--- src/rtl/core/tpb_pkg.sv ---
// Shared types and constants for the threshold-promoted page buffer.
`default_nettype none

package tpb_pkg;

  // Width and reset value of the promotion threshold register.
  localparam int unsigned THRESH_W = 8;
  localparam logic [THRESH_W-1:0] THRESH_RESET = 8'd5;

  typedef enum logic [0:0] {
    OP_ACCESS = 1'b0,
    OP_CLEAR  = 1'b1
  } op_e;

endpackage

`default_nettype wire

--- src/rtl/core/tpb_match.sv ---
// Parallel key compare with first-match selection over the valid entries.
`default_nettype none

module tpb_match #(
  parameter int unsigned DEPTH       = 4,
  parameter int unsigned KEY_WIDTH   = 32,
  parameter int unsigned COUNT_WIDTH = 8,
  parameter int unsigned POS_W       = 2,
  parameter int unsigned OCC_W       = 3
) (
  input  wire logic [KEY_WIDTH-1:0]                  key_i,
  input  wire logic [DEPTH-1:0][KEY_WIDTH-1:0]       keys_i,
  input  wire logic [DEPTH-1:0][COUNT_WIDTH-1:0]     counts_i,
  input  wire logic [OCC_W-1:0]                      used_i,
  output logic                                       hit_o,
  output logic [DEPTH-1:0]                           sel_o,
  output logic [POS_W-1:0]                           pos_o,
  output logic [COUNT_WIDTH-1:0]                     count_o
);

  logic [DEPTH-1:0] eq;
  logic             seen;

  always_comb begin
    for (int i = 0; i < DEPTH; i++) begin
      eq[i] = (OCC_W'(i) < used_i) && (keys_i[i] == key_i);
    end
  end

  // Keep only the match nearest the front.
  always_comb begin
    seen  = 1'b0;
    sel_o = '0;
    for (int i = 0; i < DEPTH; i++) begin
      sel_o[i] = eq[i] & ~seen;
      seen     = seen | eq[i];
    end
  end

  assign hit_o = |eq;

  // The selection is one-hot, so an AND-OR gives the position and the count.
  always_comb begin
    pos_o   = '0;
    count_o = '0;
    for (int i = 0; i < DEPTH; i++) begin
      pos_o   = pos_o   | ({POS_W{sel_o[i]}} & POS_W'(i));
      count_o = count_o | ({COUNT_WIDTH{sel_o[i]}} & counts_i[i]);
    end
  end

endmodule

`default_nettype wire

--- src/rtl/core/threshold_promote_page_buffer.sv ---
// Top level of the threshold-promoted page buffer: entry storage, update and result register.
`default_nettype none

// An item (an access or a clear) is taken whenever start is high; busy is never raised,
// so one item can be given in every cycle. The item is held in an input register, and
// in the following cycle one pass of logic compares the key against all entries,
// updates the counter and reorders the buffer (a clear only empties it); the result is
// registered and shown on the outputs with done_o high for exactly one cycle. The
// receiver cannot stall, so each result must be captured in its strobe cycle. The
// combinational compare and shift across all DEPTH entries sets the clock period.
// The promotion threshold should be written only while no item is in flight.
module threshold_promote_page_buffer #(
  parameter int unsigned DEPTH       = 4,
  parameter int unsigned KEY_WIDTH   = 32,
  parameter int unsigned COUNT_WIDTH = 8,
  localparam int unsigned POS_W      = (DEPTH > 1) ? $clog2(DEPTH) : 1,
  localparam int unsigned OCC_W      = $clog2(DEPTH + 1)
) (
  input  wire logic                          clk_i,
  input  wire logic                          rst_ni,
  input  wire logic                          start,
  output logic                               busy,
  input  wire logic                          op_i,
  input  wire logic [KEY_WIDTH-1:0]          page_key_i,
  input  wire logic                          cfg_we_i,
  input  wire logic [tpb_pkg::THRESH_W-1:0]  cfg_wdata_i,
  output logic                               done_o,
  output logic                               hit_o,
  output logic [POS_W-1:0]                   hit_position_o,
  output logic [COUNT_WIDTH-1:0]             new_count_o,
  output logic                               promoted_o,
  output logic                               evicted_o,
  output logic [KEY_WIDTH-1:0]               evicted_key_o,
  output logic [OCC_W-1:0]                   occupancy_o
);

  localparam int unsigned CMP_W =
    (COUNT_WIDTH > tpb_pkg::THRESH_W) ? COUNT_WIDTH : tpb_pkg::THRESH_W;

  // Input register.
  logic                  in_vld_q;
  tpb_pkg::op_e          in_op_q;
  logic [KEY_WIDTH-1:0]  in_key_q;

  // Entry storage; only positions below used_q are ever meaningful.
  logic [DEPTH-1:0][KEY_WIDTH-1:0]   key_q, key_d;
  logic [DEPTH-1:0][COUNT_WIDTH-1:0] cnt_q, cnt_d;
  logic [OCC_W-1:0]                  used_q, used_d;
  logic [tpb_pkg::THRESH_W-1:0]      thresh_q;

  // Result register.
  logic                   done_q, hit_q, prom_q, evict_q;
  logic [POS_W-1:0]       pos_q;
  logic [COUNT_WIDTH-1:0] count_q;
  logic [KEY_WIDTH-1:0]   evkey_q;
  logic [OCC_W-1:0]       occ_q;

  logic                   m_hit;
  logic [DEPTH-1:0]       m_sel;
  logic [POS_W-1:0]       m_pos;
  logic [COUNT_WIDTH-1:0] m_count;

  logic                   access;
  logic                   full;
  logic [COUNT_WIDTH-1:0] cnt_new;
  logic                   prom;
  logic [DEPTH-1:0]       upto_hit;

  assign busy = 1'b0;

  tpb_match #(
    .DEPTH       (DEPTH),
    .KEY_WIDTH   (KEY_WIDTH),
    .COUNT_WIDTH (COUNT_WIDTH),
    .POS_W       (POS_W),
    .OCC_W       (OCC_W)
  ) u_match (
    .key_i    (in_key_q),
    .keys_i   (key_q),
    .counts_i (cnt_q),
    .used_i   (used_q),
    .hit_o    (m_hit),
    .sel_o    (m_sel),
    .pos_o    (m_pos),
    .count_o  (m_count)
  );

  assign access  = in_vld_q && (in_op_q == tpb_pkg::OP_ACCESS);
  assign full    = (used_q == OCC_W'(DEPTH));
  assign cnt_new = (m_count == {COUNT_WIDTH{1'b1}}) ? m_count : m_count + COUNT_WIDTH'(1);
  assign prom    = m_hit && (CMP_W'(cnt_new) > CMP_W'(thresh_q));

  // Positions at or in front of the hit entry; these shift back on a promotion.
  always_comb begin
    for (int i = 0; i < DEPTH; i++) begin
      upto_hit[i] = |(m_sel >> i);
    end
  end

  always_comb begin
    key_d  = key_q;
    cnt_d  = cnt_q;
    used_d = used_q;
    if (in_vld_q && (in_op_q == tpb_pkg::OP_CLEAR)) begin
      used_d = '0;
    end else if (access) begin
      if (m_hit) begin
        if (prom) begin
          key_d[0] = in_key_q;
          cnt_d[0] = cnt_new;
          for (int i = 1; i < DEPTH; i++) begin
            if (upto_hit[i]) begin
              key_d[i] = key_q[i-1];
              cnt_d[i] = cnt_q[i-1];
            end
          end
        end else begin
          for (int i = 0; i < DEPTH; i++) begin
            if (m_sel[i]) begin
              cnt_d[i] = cnt_new;
            end
          end
        end
      end else begin
        // A miss pushes every entry back by one; the tail falls off when full.
        key_d[0] = in_key_q;
        cnt_d[0] = COUNT_WIDTH'(1);
        for (int i = 1; i < DEPTH; i++) begin
          key_d[i] = key_q[i-1];
          cnt_d[i] = cnt_q[i-1];
        end
        if (!full) begin
          used_d = used_q + OCC_W'(1);
        end
      end
    end
  end

  always_ff @(posedge clk_i or negedge rst_ni) begin
    if (!rst_ni) begin
      in_vld_q <= 1'b0;
      used_q   <= '0;
      thresh_q <= tpb_pkg::THRESH_RESET;
      done_q   <= 1'b0;
    end else begin
      in_vld_q <= start && !busy;
      used_q   <= used_d;
      done_q   <= in_vld_q;
      if (cfg_we_i) begin
        thresh_q <= cfg_wdata_i;
      end
    end
  end

  always_ff @(posedge clk_i) begin
    if (start && !busy) begin
      in_op_q  <= tpb_pkg::op_e'(op_i);
      in_key_q <= page_key_i;
    end
    key_q   <= key_d;
    cnt_q   <= cnt_d;
    hit_q   <= access && m_hit;
    pos_q   <= (access && m_hit) ? m_pos : '0;
    count_q <= !access ? '0 : (m_hit ? cnt_new : COUNT_WIDTH'(1));
    prom_q  <= access && prom;
    evict_q <= access && !m_hit && full;
    evkey_q <= (access && !m_hit && full) ? key_q[DEPTH-1] : '0;
    occ_q   <= used_d;
  end

  assign done_o         = done_q;
  assign hit_o          = hit_q;
  assign hit_position_o = pos_q;
  assign new_count_o    = count_q;
  assign promoted_o     = prom_q;
  assign evicted_o      = evict_q;
  assign evicted_key_o  = evkey_q;
  assign occupancy_o    = occ_q;

  // Every accepted item produces its result once it has passed the input and result registers.
  a_result_latency: assert property (@(posedge clk_i) disable iff (!rst_ni)
    (start && !busy) |-> ##2 done_o)
    else $error("item accepted without a result two cycles later");

  // Fill level never exceeds the number of entries.
  a_used_bound: assert property (@(posedge clk_i) disable iff (!rst_ni)
    used_q <= OCC_W'(DEPTH))
    else $error("fill level beyond buffer depth");

  // An eviction only happens on a miss and leaves the buffer full.
  a_evict_full: assert property (@(posedge clk_i) disable iff (!rst_ni)
    (done_o && evicted_o) |-> (!hit_o && occupancy_o == OCC_W'(DEPTH)))
    else $error("eviction without a full buffer");

  // A promotion implies a hit whose count passed the threshold.
  a_prom_hit: assert property (@(posedge clk_i) disable iff (!rst_ni)
    (done_o && promoted_o) |-> (hit_o && CMP_W'(new_count_o) > CMP_W'(thresh_q)))
    else $error("promotion without a qualifying hit");

  // A miss leaves the position and promotion flag clear.
  a_miss_fields: assert property (@(posedge clk_i) disable iff (!rst_ni)
    (done_o && !hit_o) |-> (hit_position_o == '0 && !promoted_o))
    else $error("miss reported with position or promotion");

endmodule

`default_nettype wire

--- config.mk ---
export PLATFORM = sky130hd
export DESIGN_NAME = threshold_promote_page_buffer
export DESIGN_NICKNAME = d
export VERILOG_FILES = /design/src/rtl/core/tpb_pkg.sv /design/src/rtl/core/tpb_match.sv /design/src/rtl/core/threshold_promote_page_buffer.sv
export SDC_FILE = /design/constraint.sdc
export NUM_CORES = 1
export LEC_CHECK = 0
export ABC_CLOCK_PERIOD_IN_PS = 7500
export BUFFER_PORTS_ARGS = -buffer_cell sky130_fd_sc_hd__clkbuf_2
export CAP_MARGIN = 20
export CORE_AREA = 3 3 167 169
export CTS_BUF_LIST = sky130_fd_sc_hd__clkbuf_4 sky130_fd_sc_hd__clkbuf_8 sky130_fd_sc_hd__clkbuf_16
export CTS_CLUSTER_SIZE = 10
export DETAILED_ROUTE_END_ITERATION = 16
export DIE_AREA = 0 0 170 172
export GPL_ROUTABILITY_DRIVEN = 0
export SLEW_MARGIN = 15
export SYNTH_ARGS = -nofsm -noshare
export SYNTH_HDL_FRONTEND = slang
export SYNTH_SLANG_ARGS = --single-unit
--- constraint.sdc ---
create_clock -name clk_i -period 7.5 [get_ports clk_i]
set_clock_uncertainty 0.2 [all_clocks]
set_input_delay 0 -clock clk_i [delete_from_list [all_inputs] [get_ports clk_i]]
set_output_delay 0 -clock clk_i [all_outputs]
set_load 0.1 [all_outputs]
==> impl_metrics.csv, run 1 <==
group,metric,value,unit
run_status,status,"finished clean",
critical_path,critPathMaxFanout,17,
critical_path,element_type_at_the_critical_path_start,"register",
synth,synthesized_nets,783,
floorplanning,initial_core_util,0.396,
power,cellPowerDensity,248,nW/µm²
synth,asyncSetResetFlopFracSynth,0.0512,
floorplanning,die_w,170,µm
synth,synthTopCellsByArea,"sky130_fd_sc_hd__edfxtp_1 55%, sky130_fd_sc_hd__dfxtp_1 9.1%, sky130_fd_sc_hd__xor2_1 5.7%, sky130_fd_sc_hd__xnor2_1 4.8%, sky130_fd_sc_hd__and2_1 2.7%",
flow_run,drv.max_cap_violation_count,0,
synth,postSynthCellCount,727,
synth,synthesis.area_per_instance,14.6,µm²
sta,grt_setup_unrepaired,"false",
synth,synth_ff_type,"sky130_fd_sc_hd__edfxtp_1",
sta,min_period,6.53,ns
cts,postCtsResizedCells,0,
synth,synth_seq_cells,254,
cts,clk_pin_slew_worst_paths,0.06,ns
cts,cts-buffers-inserted,29,
critical_path,cp_cell_sequence,"xor2_1, nor4_1, nand4_1, nor4_4, nor4b_4, o2bb2ai_1, ha_1, inv_1, nor2_1, and2_1, a32oi_1, ha_1, a21o_1, a21o_1, a21oi_1, o21ai_0, o21a_1, or2_2, nor2_1, nor2_1",
critical_path,worstPathArrival,6.51,ns
sta,finalHoldViolCount,0,
route,drcViolationCount,0,
route,drt-vias-per-instance,4.99,
global_routing,grt_max_degree,35,
critical_path,timing.critical_path.to_type,"register",
placement,placed_area,11500,µm²
finish,finish.instance_area,13400,µm²
finish,layout-drive-gt1-share,0.215,
global_routing,antenna_found_initial,0,
hold_path,min_path_cells,2,
route,firstDrtPassIters,5,
sta,maxSlewHeadroom,0.419,
critical_path,reg2reg_to,"cnt_q[14]$_DFFE_PP_",
synth,synth.cells.most_frequent,"193 x sky130_fd_sc_hd__edfxtp_1, 69 x sky130_fd_sc_hd__xor2_1, 58 x sky130_fd_sc_hd__xnor2_1",
sta,min_period_over_period,0.871,
critical_path,cp.required,7.48,ns
global_routing,first_global_vias,6535,
critical_path,reg2reg_setup_slack,0.97,ns
route,wl,25.0,mm
synth,yosysMostFrequentCell,"sky130_fd_sc_hd__edfxtp_1",
hold_path,worstHoldStart,"page_key_i[4]",
critical_path,biggest_cell_delay_along_the_critical_path,0.72,ns
cts,cts.path.max_buffers,3,
synth,synth_edf_count,193,
finish,nNetsFinal,1003,
synth,seq_area_frac_synth,0.669,
critical_path,worst_r2r_start,"in_key_q[9]$_DFFE_PP_",
power,vdd_ir_drop_max,0.153,mV
floorplanning,die_height,172,µm
sta,setup_violations,0,
hold_path,holdPathEnd,"in_key_q[4]$_DFFE_PP_",
cts,tritoncts,"built",
cts,ctsRootBufferMaster,"sky130_fd_sc_hd__clkbuf_16",
floorplanning,rows,60,
cts,clock-sinks,254,
synth,synth_top_cell_by_area,"sky130_fd_sc_hd__edfxtp_1",
finish,num_antenna_cells,0,
cts,clock_latency,0.55,ns
critical_path,timing_worst_setup_path_type,"reg2reg",
sta,max_slew.worst_pin.slew,0.871,ns
sta,drv_slew,0,
route,detailedRoute.firstIterationViolations,495,
synth,yosysWarningCount,0,
power,power.leakage,5.03,nW
critical_path,crit_path_frequent_cell,"sky130_fd_sc_hd__nor2_1",
sta,maxClockFrequency,153,MHz
placement,dp_hpwl,16.9,mm
critical_path,reg2regPathDepth,20,
critical_path,crit_path_top_delay_cell,"sky130_fd_sc_hd__nor4_1",
synth,netlist_area,10600,µm²
route,antenna_violating_nets_post_route,0,
route,routed-via-count,6542,
global_routing,gr-total-overflow,0,
hold_path,worst_hold_path_type,"in2reg",
synth,yosysUniqueCellTypes,72,
floorplanning,io_pins,95,
route,routed_wire_length_per_instance,19.1,µm
floorplanning,die_area,29200,µm²
floorplanning,coreArea,26700,µm²
sta,setup_tns,0,ns
placement,buffer_ports.inserted,93,
global_routing,global_route_wire_length_before_repair,38.9,mm
cts,h_tree_depth,1,
finish,area_delta_synth_final,26.7,%
synth,netlist.area_leader.share,0.547,
global_routing,globalRouteTotalUtil,0.173,
[power by group]
group / switching, mW / internal (mW)
logic: 0.186 / 0.119
clock network: 0.538 / 0.816
registers: 0.0686 / 1.60
total: 0.792 / 2.54
[cells in the final DEF (no fill, tap or decap), types with 5 or more instances in the layout]
cell type                       instances
sky130_fd_sc_hd__mux2_2                16
sky130_fd_sc_hd__dfrtp_1               11
sky130_fd_sc_hd__edfxtp_1             193
sky130_fd_sc_hd__a31oi_1                5
sky130_fd_sc_hd__xnor2_1               58
sky130_fd_sc_hd__clkbuf_16             29
sky130_fd_sc_hd__or4_1                  9
sky130_fd_sc_hd__a21oi_1               11
sky130_fd_sc_hd__inv_1                 14
sky130_fd_sc_hd__dfxtp_1               48
sky130_fd_sc_hd__and2_1                45
sky130_fd_sc_hd__nor4_4                 5
sky130_fd_sc_hd__xor2_1                69
sky130_fd_sc_hd__nand4_1               19
sky130_fd_sc_hd__o21ai_0               11
sky130_fd_sc_hd__nand2b_1               7
sky130_fd_sc_hd__nor3_1                 8
sky130_fd_sc_hd__ha_1                  11
sky130_fd_sc_hd__nand2_1               52
sky130_fd_sc_hd__clkbuf_2              93
sky130_fd_sc_hd__nor2_1                17
sky130_fd_sc_hd__nor2b_1                5
sky130_fd_sc_hd__dlygate4sd3_1         98
sky130_fd_sc_hd__nor4_1                17
sky130_fd_sc_hd__buf_4                 12
sky130_fd_sc_hd__and3_1                 6
sky130_fd_sc_hd__clkbuf_4              22
[cell type report]
type / count / area (µm²)
clock inverter: 2 / 25.0
fill: 2304 / 13300
inverter: 15 / 56.3
timing repair buffer: 203 / 1540
tap: 341 / 427
multi-input combinational: 444 / 3400
clock buffer: 52 / 905
sequential: 254 / 7080
[critical path: cells and delay by family (launching register included)]
kind | cells | cell delay (ns)
xor+xnor | 1 | 0.21
compound gates | 7 | 1.30
simple gates | 9 | 3.37
fa+ha+maj | 2 | 0.46
flops | 1 | 0.52
buf+inv | 1 | 0.08
[stage by stage]
| stage | hold slack [ns] | power (mW) | setup WS (ns) | util | instances |
|---|---|---|---|---|---|
| floorplan | -0.496 | 1.86 | 0.169 | - | 727 |
| global placement | -0.283 | 1.96 | 1.09 | 0.431 | 1159 |
| detailed placement | -0.282 | 1.96 | 0.974 | 0.431 | 1159 |
| CTS | 0.00494 | 3.36 | 1.02 | 0.502 | 1311 |
| global route | 0.0345 | 3.46 | 0.469 | 0.502 | 1311 |
| finish | 0.0282 | 3.33 | 0.971 | 0.502 | 1311 |
[kinds of logic after synthesis]
logic type / Yosys count / synth area share
buffers and inverters: 29 / 0.0124
flip-flops: 254 / 0.669
adder cells (fa/ha/maj): 11 / 0.0130
XOR/XNOR: 128 / 0.108
multiplexers: 20 / 0.0213
other: 1 / 0.000354
AND/OR/NAND/NOR: 220 / 0.127
AO/OA/AOI/OAI: 64 / 0.0495
[worst max-delay path by stage]
stage                                 to                   start  cells after the start  slack, ns
floorplan           key_q[100]$_DFFE_PP_  in_key_q[28]$_DFFE_PP_                     23       0.17
global placement     cnt_q[21]$_DFFE_PP_   in_key_q[9]$_DFFE_PP_                     22       1.09
detailed placement   cnt_q[14]$_DFFE_PP_  in_key_q[25]$_DFFE_PP_                     20       0.97
CTS                  cnt_q[23]$_DFFE_PP_  in_key_q[25]$_DFFE_PP_                     20       1.02
global route         cnt_q[23]$_DFFE_PP_  in_key_q[25]$_DFFE_PP_                     20       0.47
finish               cnt_q[14]$_DFFE_PP_   in_key_q[9]$_DFFE_PP_                     20       0.97
[sequential cells by signal, indices dropped and copies added, names as in the netlist, 3 cells and up]
| register | flops |
|---|---|
| used_q | 3 |
| cnt_q | 32 |
| thresh_q | 8 |
| evicted_key_o | 32 |
| new_count_o | 8 |
| key_q | 128 |
| occupancy_o | 3 |
| in_key_q | 32 |
[what timing repair did]
action                                 in CTS  in global routing
endpoints found under the hold margin      88                  0
setup endpoints to repair                   0                  0
buffers inserted                            0                  0
hold buffers                               98                  0
[per-layer routing]
| metal | GRT usage | routed length, µm |
|---|---|---|
| met1 | 0.258 | 12200 |
| met2 | 0.264 | 11100 |
| met3 | 0.0332 | 1380 |
| met4 | 0.0392 | 406 |
| met5 | 0 | 0 |
(Power assumes the default switching activity.)
==> inputs of run 2 (changes only) <==
--- a/config.mk
+++ b/config.mk
@@ -9,7 +9,6 @@
 export BUFFER_PORTS_ARGS = -buffer_cell sky130_fd_sc_hd__clkbuf_2
 export CAP_MARGIN = 20
 export CORE_AREA = 3 3 167 169
-export CTS_BUF_LIST = sky130_fd_sc_hd__clkbuf_4 sky130_fd_sc_hd__clkbuf_8 sky130_fd_sc_hd__clkbuf_16
 export CTS_CLUSTER_SIZE = 10
 export DETAILED_ROUTE_END_ITERATION = 16
 export DIE_AREA = 0 0 170 172
==> run 2 against run 1 <==
  * Via count grew 0.15%
  * Clock power shrank 6%
  * Non-clock buffer count is the same
  * Count of clock-buffer cells in the layout is the same
  * Worst setup slack lost 0.030 ns
  * Core utilization shrank 0.31 points
  * Combinational power is essentially flat
  * Register-to-register slack lost 0.03 ns
  * Final cell count is the same
  * Die area is the same
  * First-iteration DRC count shrank 1.4%
  * Largest cell class unchanged
  * Highest routed layer unchanged
==> impl_metrics.csv, run 2 (synthesis gave the netlist of run 1 again) <==
group,metric,value,unit
finish,num-fill-cells,2316,
placement,dp_hpwl,16.9,mm
critical_path,worst_path_dominant_cell_family,"simple AND/OR/NAND/NOR gates",
global_routing,antenna_found_initial,0,
flow_run,drv.max_cap_violation_count,0,
critical_path,element_type_at_the_critical_path_start,"register",
finish,area_delta_synth_final,26.0,%
cts,clock-sinks,254,
floorplanning,initial_core_util,0.396,
finish,regMostFlops,"key_q",
power,vdd_ir_drop_max,0.153,mV
finish,largest_register_ff_count,128,
critical_path,reg2regPathDepth,20,
sta,finalHoldViolCount,0,
finish,fin_util,0.499,
finish,layout-drive-gt1-share,0.193,
global_routing,gr-total-overflow,0,
floorplanning,die_w,170,µm
sta,setup_violations,0,
floorplanning,die_height,172,µm
critical_path,worst_r2r_start,"in_key_q[9]$_DFFE_PP_",
critical_path,cp_num_buf_inv,1,
cts,cts_setup_buffers,0,
hold_path,min_path_cells,2,
critical_path,crit_path_frequent_cell,"sky130_fd_sc_hd__nor2_1",
critical_path,timing_worst_setup_path_type,"reg2reg",
global_routing,globalRouteTotalUtil,0.173,
critical_path,crit_path_top_delay_cell,"sky130_fd_sc_hd__nor4_1",
finish,final_common_cell,"sky130_fd_sc_hd__edfxtp_1",
sta,drv_slew,0,
global_routing,global_route_wire_length_before_repair,38.9,mm
cts,h_tree_depth,1,
critical_path,biggest_cell_delay_along_the_critical_path,0.73,ns
critical_path,reg2reg_to,"cnt_q[23]$_DFFE_PP_",
floorplanning,rows,60,
placement,numPlacedInstances,1159,
placement,buffer_ports.inserted,93,
power,power.leakage,4.96,nW
cts,tritoncts,"built",
cts,clk_pin_slew_worst_paths,0.06,ns
route,detailedRoute.firstIterationViolations,488,
placement,pre_cts_slack,0.974,ns
sta,min_period,6.56,ns
sta,max_slew.worst_pin.slew,0.869,ns
cts,ctsRootBufferMaster,"sky130_fd_sc_hd__clkbuf_16",
sta,grt_setup_unrepaired,"false",
sta,maxClockFrequency,152,MHz
finish,final_cell_mix,"193 x sky130_fd_sc_hd__edfxtp_1, 98 x sky130_fd_sc_hd__dlygate4sd3_1, 93 x sky130_fd_sc_hd__clkbuf_2, 69 x sky130_fd_sc_hd__xor2_1, 58 x sky130_fd_sc_hd__xnor2_1",
critical_path,worstPathArrival,6.54,ns
route,wl,24.9,mm
cts,cts.path.max_buffers,3,
sta,postLayoutSetupSlackWorst,0.941,ns
floorplanning,die_area,29200,µm²
hold_path,worst_hold_path_type,"in2reg",
floorplanning,io_pins,95,
global_routing,grt_max_degree,35,
run_status,status,"finished clean",
cts,cts-buffers-inserted,29,
hold_path,worstHoldStart,"page_key_i[4]",
finish,final_cell_count_no_fill,1311,
route,firstDrtPassIters,5,
route,routed_wire_length_per_instance,19.0,µm
critical_path,timing.critical_path.to_type,"register",
power,post-layout-total-power,3.24,mW
cts,clock_latency,0.56,ns
route,drt-vias-per-instance,5.00,
global_routing,first_global_vias,6535,
hold_path,holdPathEnd,"in_key_q[4]$_DFFE_PP_",
critical_path,reg2reg_setup_slack,0.94,ns
critical_path,critPathMaxFanout,17,
floorplanning,coreArea,26700,µm²
route,drcViolationCount,0,
route,antenna_violating_nets_post_route,0,
finish,nNetsFinal,1003,
finish,num_antenna_cells,0,
critical_path,cp.required,7.48,ns
sta,maxSlewHeadroom,0.420,
route,routed-via-count,6552,
power,cellPowerDensity,243,nW/µm²
sta,min_period_over_period,0.874,
critical_path,cp_cell_sequence,"xor2_1, nor4_1, nand4_1, nor4_4, nor4b_4, o2bb2ai_1, ha_1, inv_1, nor2_1, and2_1, a32oi_1, ha_1, a21o_1, a21o_1, a21oi_1, o21ai_0, o21a_1, or2_2, nor2_1, nor2_1",
sta,setup_tns,0,ns
==> run 2: worst reg2reg max path: stages, from the launching register on <==
cell                        delay (ns)
sky130_fd_sc_hd__edfxtp_1         0.51
sky130_fd_sc_hd__xor2_1           0.21
sky130_fd_sc_hd__nor4_1           0.73
sky130_fd_sc_hd__nand4_1          0.36
sky130_fd_sc_hd__nor4_4           0.68
sky130_fd_sc_hd__nor4b_4          0.20
sky130_fd_sc_hd__o2bb2ai_1        0.21
sky130_fd_sc_hd__ha_1             0.21
sky130_fd_sc_hd__inv_1            0.08
sky130_fd_sc_hd__nor2_1           0.11
sky130_fd_sc_hd__and2_1           0.21
sky130_fd_sc_hd__a32oi_1          0.45
sky130_fd_sc_hd__ha_1             0.25
sky130_fd_sc_hd__a21o_1           0.11
sky130_fd_sc_hd__a21o_1           0.10
sky130_fd_sc_hd__a21oi_1          0.06
sky130_fd_sc_hd__o21ai_0          0.07
sky130_fd_sc_hd__o21a_1           0.30
sky130_fd_sc_hd__or2_2            0.43
sky130_fd_sc_hd__nor2_1           0.08
sky130_fd_sc_hd__nor2_1           0.62
==> run 2: timing repair <==
action                    4_1_cts  5_1_grt
hold endpoints to repair       88        0
gates resized for setup         0        0
hold buffers                   98        0
==> run 2: metrics by stage <==
stage | hold slack [ns] | area, µm²
final | 0.0324 | 13300
after global routing | 0.0349 | 13300
after CTS | 0.00474 | 13300
after detailed placement | -0.282 | 11500
after global placement | -0.283 | 11500
after floorplan | -0.496 | 10600
==> run 2: final cells by class <==
class	instances	area (µm²)	area share
Multi-Input combinational cell	444	3400	0.254
Tap cell	341	427	0.0320
Inverter	15	56.3	0.00422
Clock inverter	2	25.0	0.00187
Timing Repair Buffer	203	1540	0.115
Clock buffer	52	822	0.0616
Sequential cell	254	7080	0.531
==> run 2: routing by layer <==
layer | up-vias | wire [µm] | global-route usage
met5 | - | 0 | 0
met4 | 0 | 408 | 0.0392
met3 | 29 | 1560 | 0.0332
li1 | 3116 | - | -
met2 | 193 | 10900 | 0.263
met1 | 3214 | 12000 | 0.258
==> run 2: how the worst max path moves through the flow <==
stage                                 startpoint                    to  slack [ns]  cells after the start
after detailed placement  in_key_q[25]$_DFFE_PP_   cnt_q[14]$_DFFE_PP_        0.97                     20
after floorplan           in_key_q[28]$_DFFE_PP_  key_q[100]$_DFFE_PP_        0.17                     23
after global routing      in_key_q[25]$_DFFE_PP_   cnt_q[23]$_DFFE_PP_        0.47                     20
after global placement     in_key_q[9]$_DFFE_PP_   cnt_q[21]$_DFFE_PP_        1.09                     22
final                      in_key_q[9]$_DFFE_PP_   cnt_q[23]$_DFFE_PP_        0.94                     20
after CTS                 in_key_q[25]$_DFFE_PP_   cnt_q[23]$_DFFE_PP_        1.02                     20
==> run 2: power breakdown <==
group / internal (mW) / switching, mW / leakage [nW]
Combinational: 0.119 / 0.185 / 2.19
Sequential: 1.60 / 0.0686 / 2.36
Clock: 0.736 / 0.532 / 0.404
==> inputs of run 3 (changes only) <==
--- a/config.mk
+++ b/config.mk
@@ -7,12 +7,13 @@
 export LEC_CHECK = 0
 export ABC_CLOCK_PERIOD_IN_PS = 7500
 export BUFFER_PORTS_ARGS = -buffer_cell sky130_fd_sc_hd__clkbuf_2
-export CAP_MARGIN = 20
 export CORE_AREA = 3 3 167 169
 export CTS_CLUSTER_SIZE = 10
 export DETAILED_ROUTE_END_ITERATION = 16
 export DIE_AREA = 0 0 170 172
 export GPL_ROUTABILITY_DRIVEN = 0
+export MAX_ROUTING_LAYER = met4
+export RECOVER_POWER = 100
 export SLEW_MARGIN = 15
 export SYNTH_ARGS = -nofsm -noshare
 export SYNTH_HDL_FRONTEND = slang
==> run 3 against run 2 <==
  * The run now ends with capacitance limit, slew limit left
  * Final cell count did not move
  * Combinational power barely moved
  * Count of clock-buffer cells in the layout did not move
  * Final area fell by 0.75%
  * Via count rose by 0.60%
  * Total power barely moved
  * Non-clock buffer count did not move
  * Largest power group unchanged
  * Highest routed layer unchanged
  * Critical path type unchanged
==> impl_metrics.csv, run 3 (synthesis gave the netlist of run 1 again) <==
group,metric,value,unit
critical_path,worst_path_dominant_cell_family,"simple AND/OR/NAND/NOR gates",
floorplanning,initial_core_util,0.396,
critical_path,reg2reg_to,"key_q[48]$_DFFE_PP_",
power,cellPowerDensity,245,nW/µm²
floorplanning,die_area,29200,µm²
floorplanning,rows,60,
critical_path,reg2regPathDepth,22,
critical_path,critPathMaxFanout,32,
global_routing,gr-total-overflow,0,
route,drcViolationCount,0,
sta,worst_hold_slack,0.0928,ns
finish,layout-drive-gt1-share,0.128,
finish,final_cell_mix,"193 x sky130_fd_sc_hd__edfxtp_1, 98 x sky130_fd_sc_hd__dlygate4sd3_1, 80 x sky130_fd_sc_hd__clkbuf_1, 69 x sky130_fd_sc_hd__xor2_1, 58 x sky130_fd_sc_hd__xnor2_1",
hold_path,holdPathEnd,"in_key_q[4]$_DFFE_PP_",
hold_path,worstHoldStart,"page_key_i[4]",
floorplanning,die_w,170,µm
route,firstDrtPassIters,5,
route,detailedRoute.firstIterationViolations,514,
sta,setup_tns,0,ns
power,power.leakage,4.73,nW
finish,largest_register_ff_count,128,
route,routed_wire_length_per_instance,19.1,µm
finish,num_antenna_cells,0,
cts,clock_latency,0.56,ns
flow_run,drv.max_cap_violation_count,1,
critical_path,cp.required,7.47,ns
critical_path,cp_num_buf_inv,3,
critical_path,cp_cell_sequence,"xor2_1, nor4_1, and4_1, nand4_1, clkbuf_1, o221a_1, o2bb2ai_4, ha_1, inv_1, nor2_1, and4_4, a2bb2oi_4, ha_1, nor2b_1, o21ai_0, nand2b_1, a21oi_1, o21ai_0, o21a_1, nor2_1, nor2_2, buf_2",
power,vdd_ir_drop_max,0.153,mV
cts,clock-sinks,254,
cts,tritoncts,"built",
global_routing,global_route_wire_length_before_repair,38.9,mm
finish,fin_util,0.496,
global_routing,first_global_vias,6522,
critical_path,reg2reg_setup_slack,0.86,ns
run_status,violations,"capacitance limit, slew limit",
finish,final_common_cell,"sky130_fd_sc_hd__edfxtp_1",
cts,cts_setup_buffers,0,
floorplanning,coreArea,26700,µm²
sta,maxSlewHeadroom,-0.520,
route,routed-via-count,6591,
critical_path,timing_worst_setup_path_type,"reg2reg",
placement,dp_hpwl,16.9,mm
sta,min_period,6.64,ns
critical_path,worst_r2r_start,"in_key_q[9]$_DFFE_PP_",
critical_path,element_type_at_the_critical_path_start,"register",
hold_path,min_path_cells,2,
global_routing,globalRouteTotalUtil,0.178,
critical_path,worstPathArrival,6.61,ns
route,drt-vias-per-instance,5.03,
floorplanning,die_height,172,µm
cts,cts-buffers-inserted,29,
sta,maxClockFrequency,150,MHz
sta,max_slew.worst_pin.slew,2.28,ns
global_routing,antenna_found_initial,0,
floorplanning,io_pins,95,
finish,nNetsFinal,1003,
cts,cts.path.max_buffers,3,
hold_path,worst_hold_path_type,"in2reg",
route,wl,25.0,mm
placement,buffer_ports.inserted,93,
finish,regMostFlops,"key_q",
sta,min_period_over_period,0.886,
finish,num-fill-cells,2351,
sta,grt_setup_unrepaired,"false",
cts,ctsRootBufferMaster,"sky130_fd_sc_hd__clkbuf_16",
route,antenna_violating_nets_post_route,0,
cts,h_tree_depth,1,
critical_path,biggest_cell_delay_along_the_critical_path,0.69,ns
sta,setup_violations,0,
run_status,status,"finished, violations left",
cts,clk_pin_slew_worst_paths,0.06,ns
sta,finalHoldViolCount,0,
global_routing,grt_max_degree,35,
critical_path,crit_path_top_delay_cell,"sky130_fd_sc_hd__nor4_1",
sta,drv_slew,35,
finish,area_delta_synth_final,25.0,%
critical_path,timing.critical_path.to_type,"register",
[run 3: changes by cell type in the layout (fill, tap and decap cells not counted), sizes merged]
cell / delta
buf: -6
clkbuf: +6
[run 3: worst max path at each step]
stage          cells after the start  slack [ns]                   start                   end
2_1_floorplan                     23        0.17  in_key_q[28]$_DFFE_PP_  key_q[100]$_DFFE_PP_
6_report                          22        0.86   in_key_q[9]$_DFFE_PP_   key_q[48]$_DFFE_PP_
3_3_place_gp                      22        1.09   in_key_q[9]$_DFFE_PP_   cnt_q[21]$_DFFE_PP_
5_1_grt                           22        0.28  in_key_q[25]$_DFFE_PP_   key_q[38]$_DFFE_PP_
3_5_place_dp                      20        0.97  in_key_q[25]$_DFFE_PP_   cnt_q[14]$_DFFE_PP_
4_1_cts                           20        1.02  in_key_q[25]$_DFFE_PP_   cnt_q[23]$_DFFE_PP_
[run 3: area by class of cell]
type / instances / area [µm²] / area share
sequential: 254 / 7080 / 0.535
multi-input combinational: 444 / 3390 / 0.256
timing repair buffer: 203 / 1450 / 0.109
clock buffer: 52 / 822 / 0.0621
tap: 341 / 427 / 0.0322
inverter: 15 / 56.3 / 0.00425
clock inverter: 2 / 25.0 / 0.00189
[run 3: through the flow]
step	instances	power [mW]	cell area (µm²)	worst slack, ns
floorplan	727	1.86	10600	0.169
global placement	1159	1.96	11500	1.09
detailed placement	1159	1.96	11500	0.974
CTS	1311	3.28	13300	1.02
global route	1311	3.37	13200	0.280
finish	1311	3.24	13200	0.855
[run 3: per-layer routing]
metal  track usage  up-vias  part of all wire
li1              -     3116                 -
met2         0.261      212              0.44
met5             -        -                 0
met4        0.0392        0             0.016
met1         0.261     3231              0.48
met3        0.0320       32             0.064
[run 3: where the power goes]
part	switching, mW	internal, mW
sequential	0.0682	1.60
combinational	0.186	0.115
clock	0.534	0.736
total	0.789	2.45
[run 3: what timing repair did]
| action | in CTS | in global routing |
|---|---|---|
| hold buffers | 98 | 0 |
| resized for setup | 0 | 0 |
| hold endpoints to repair | 88 | 0 |
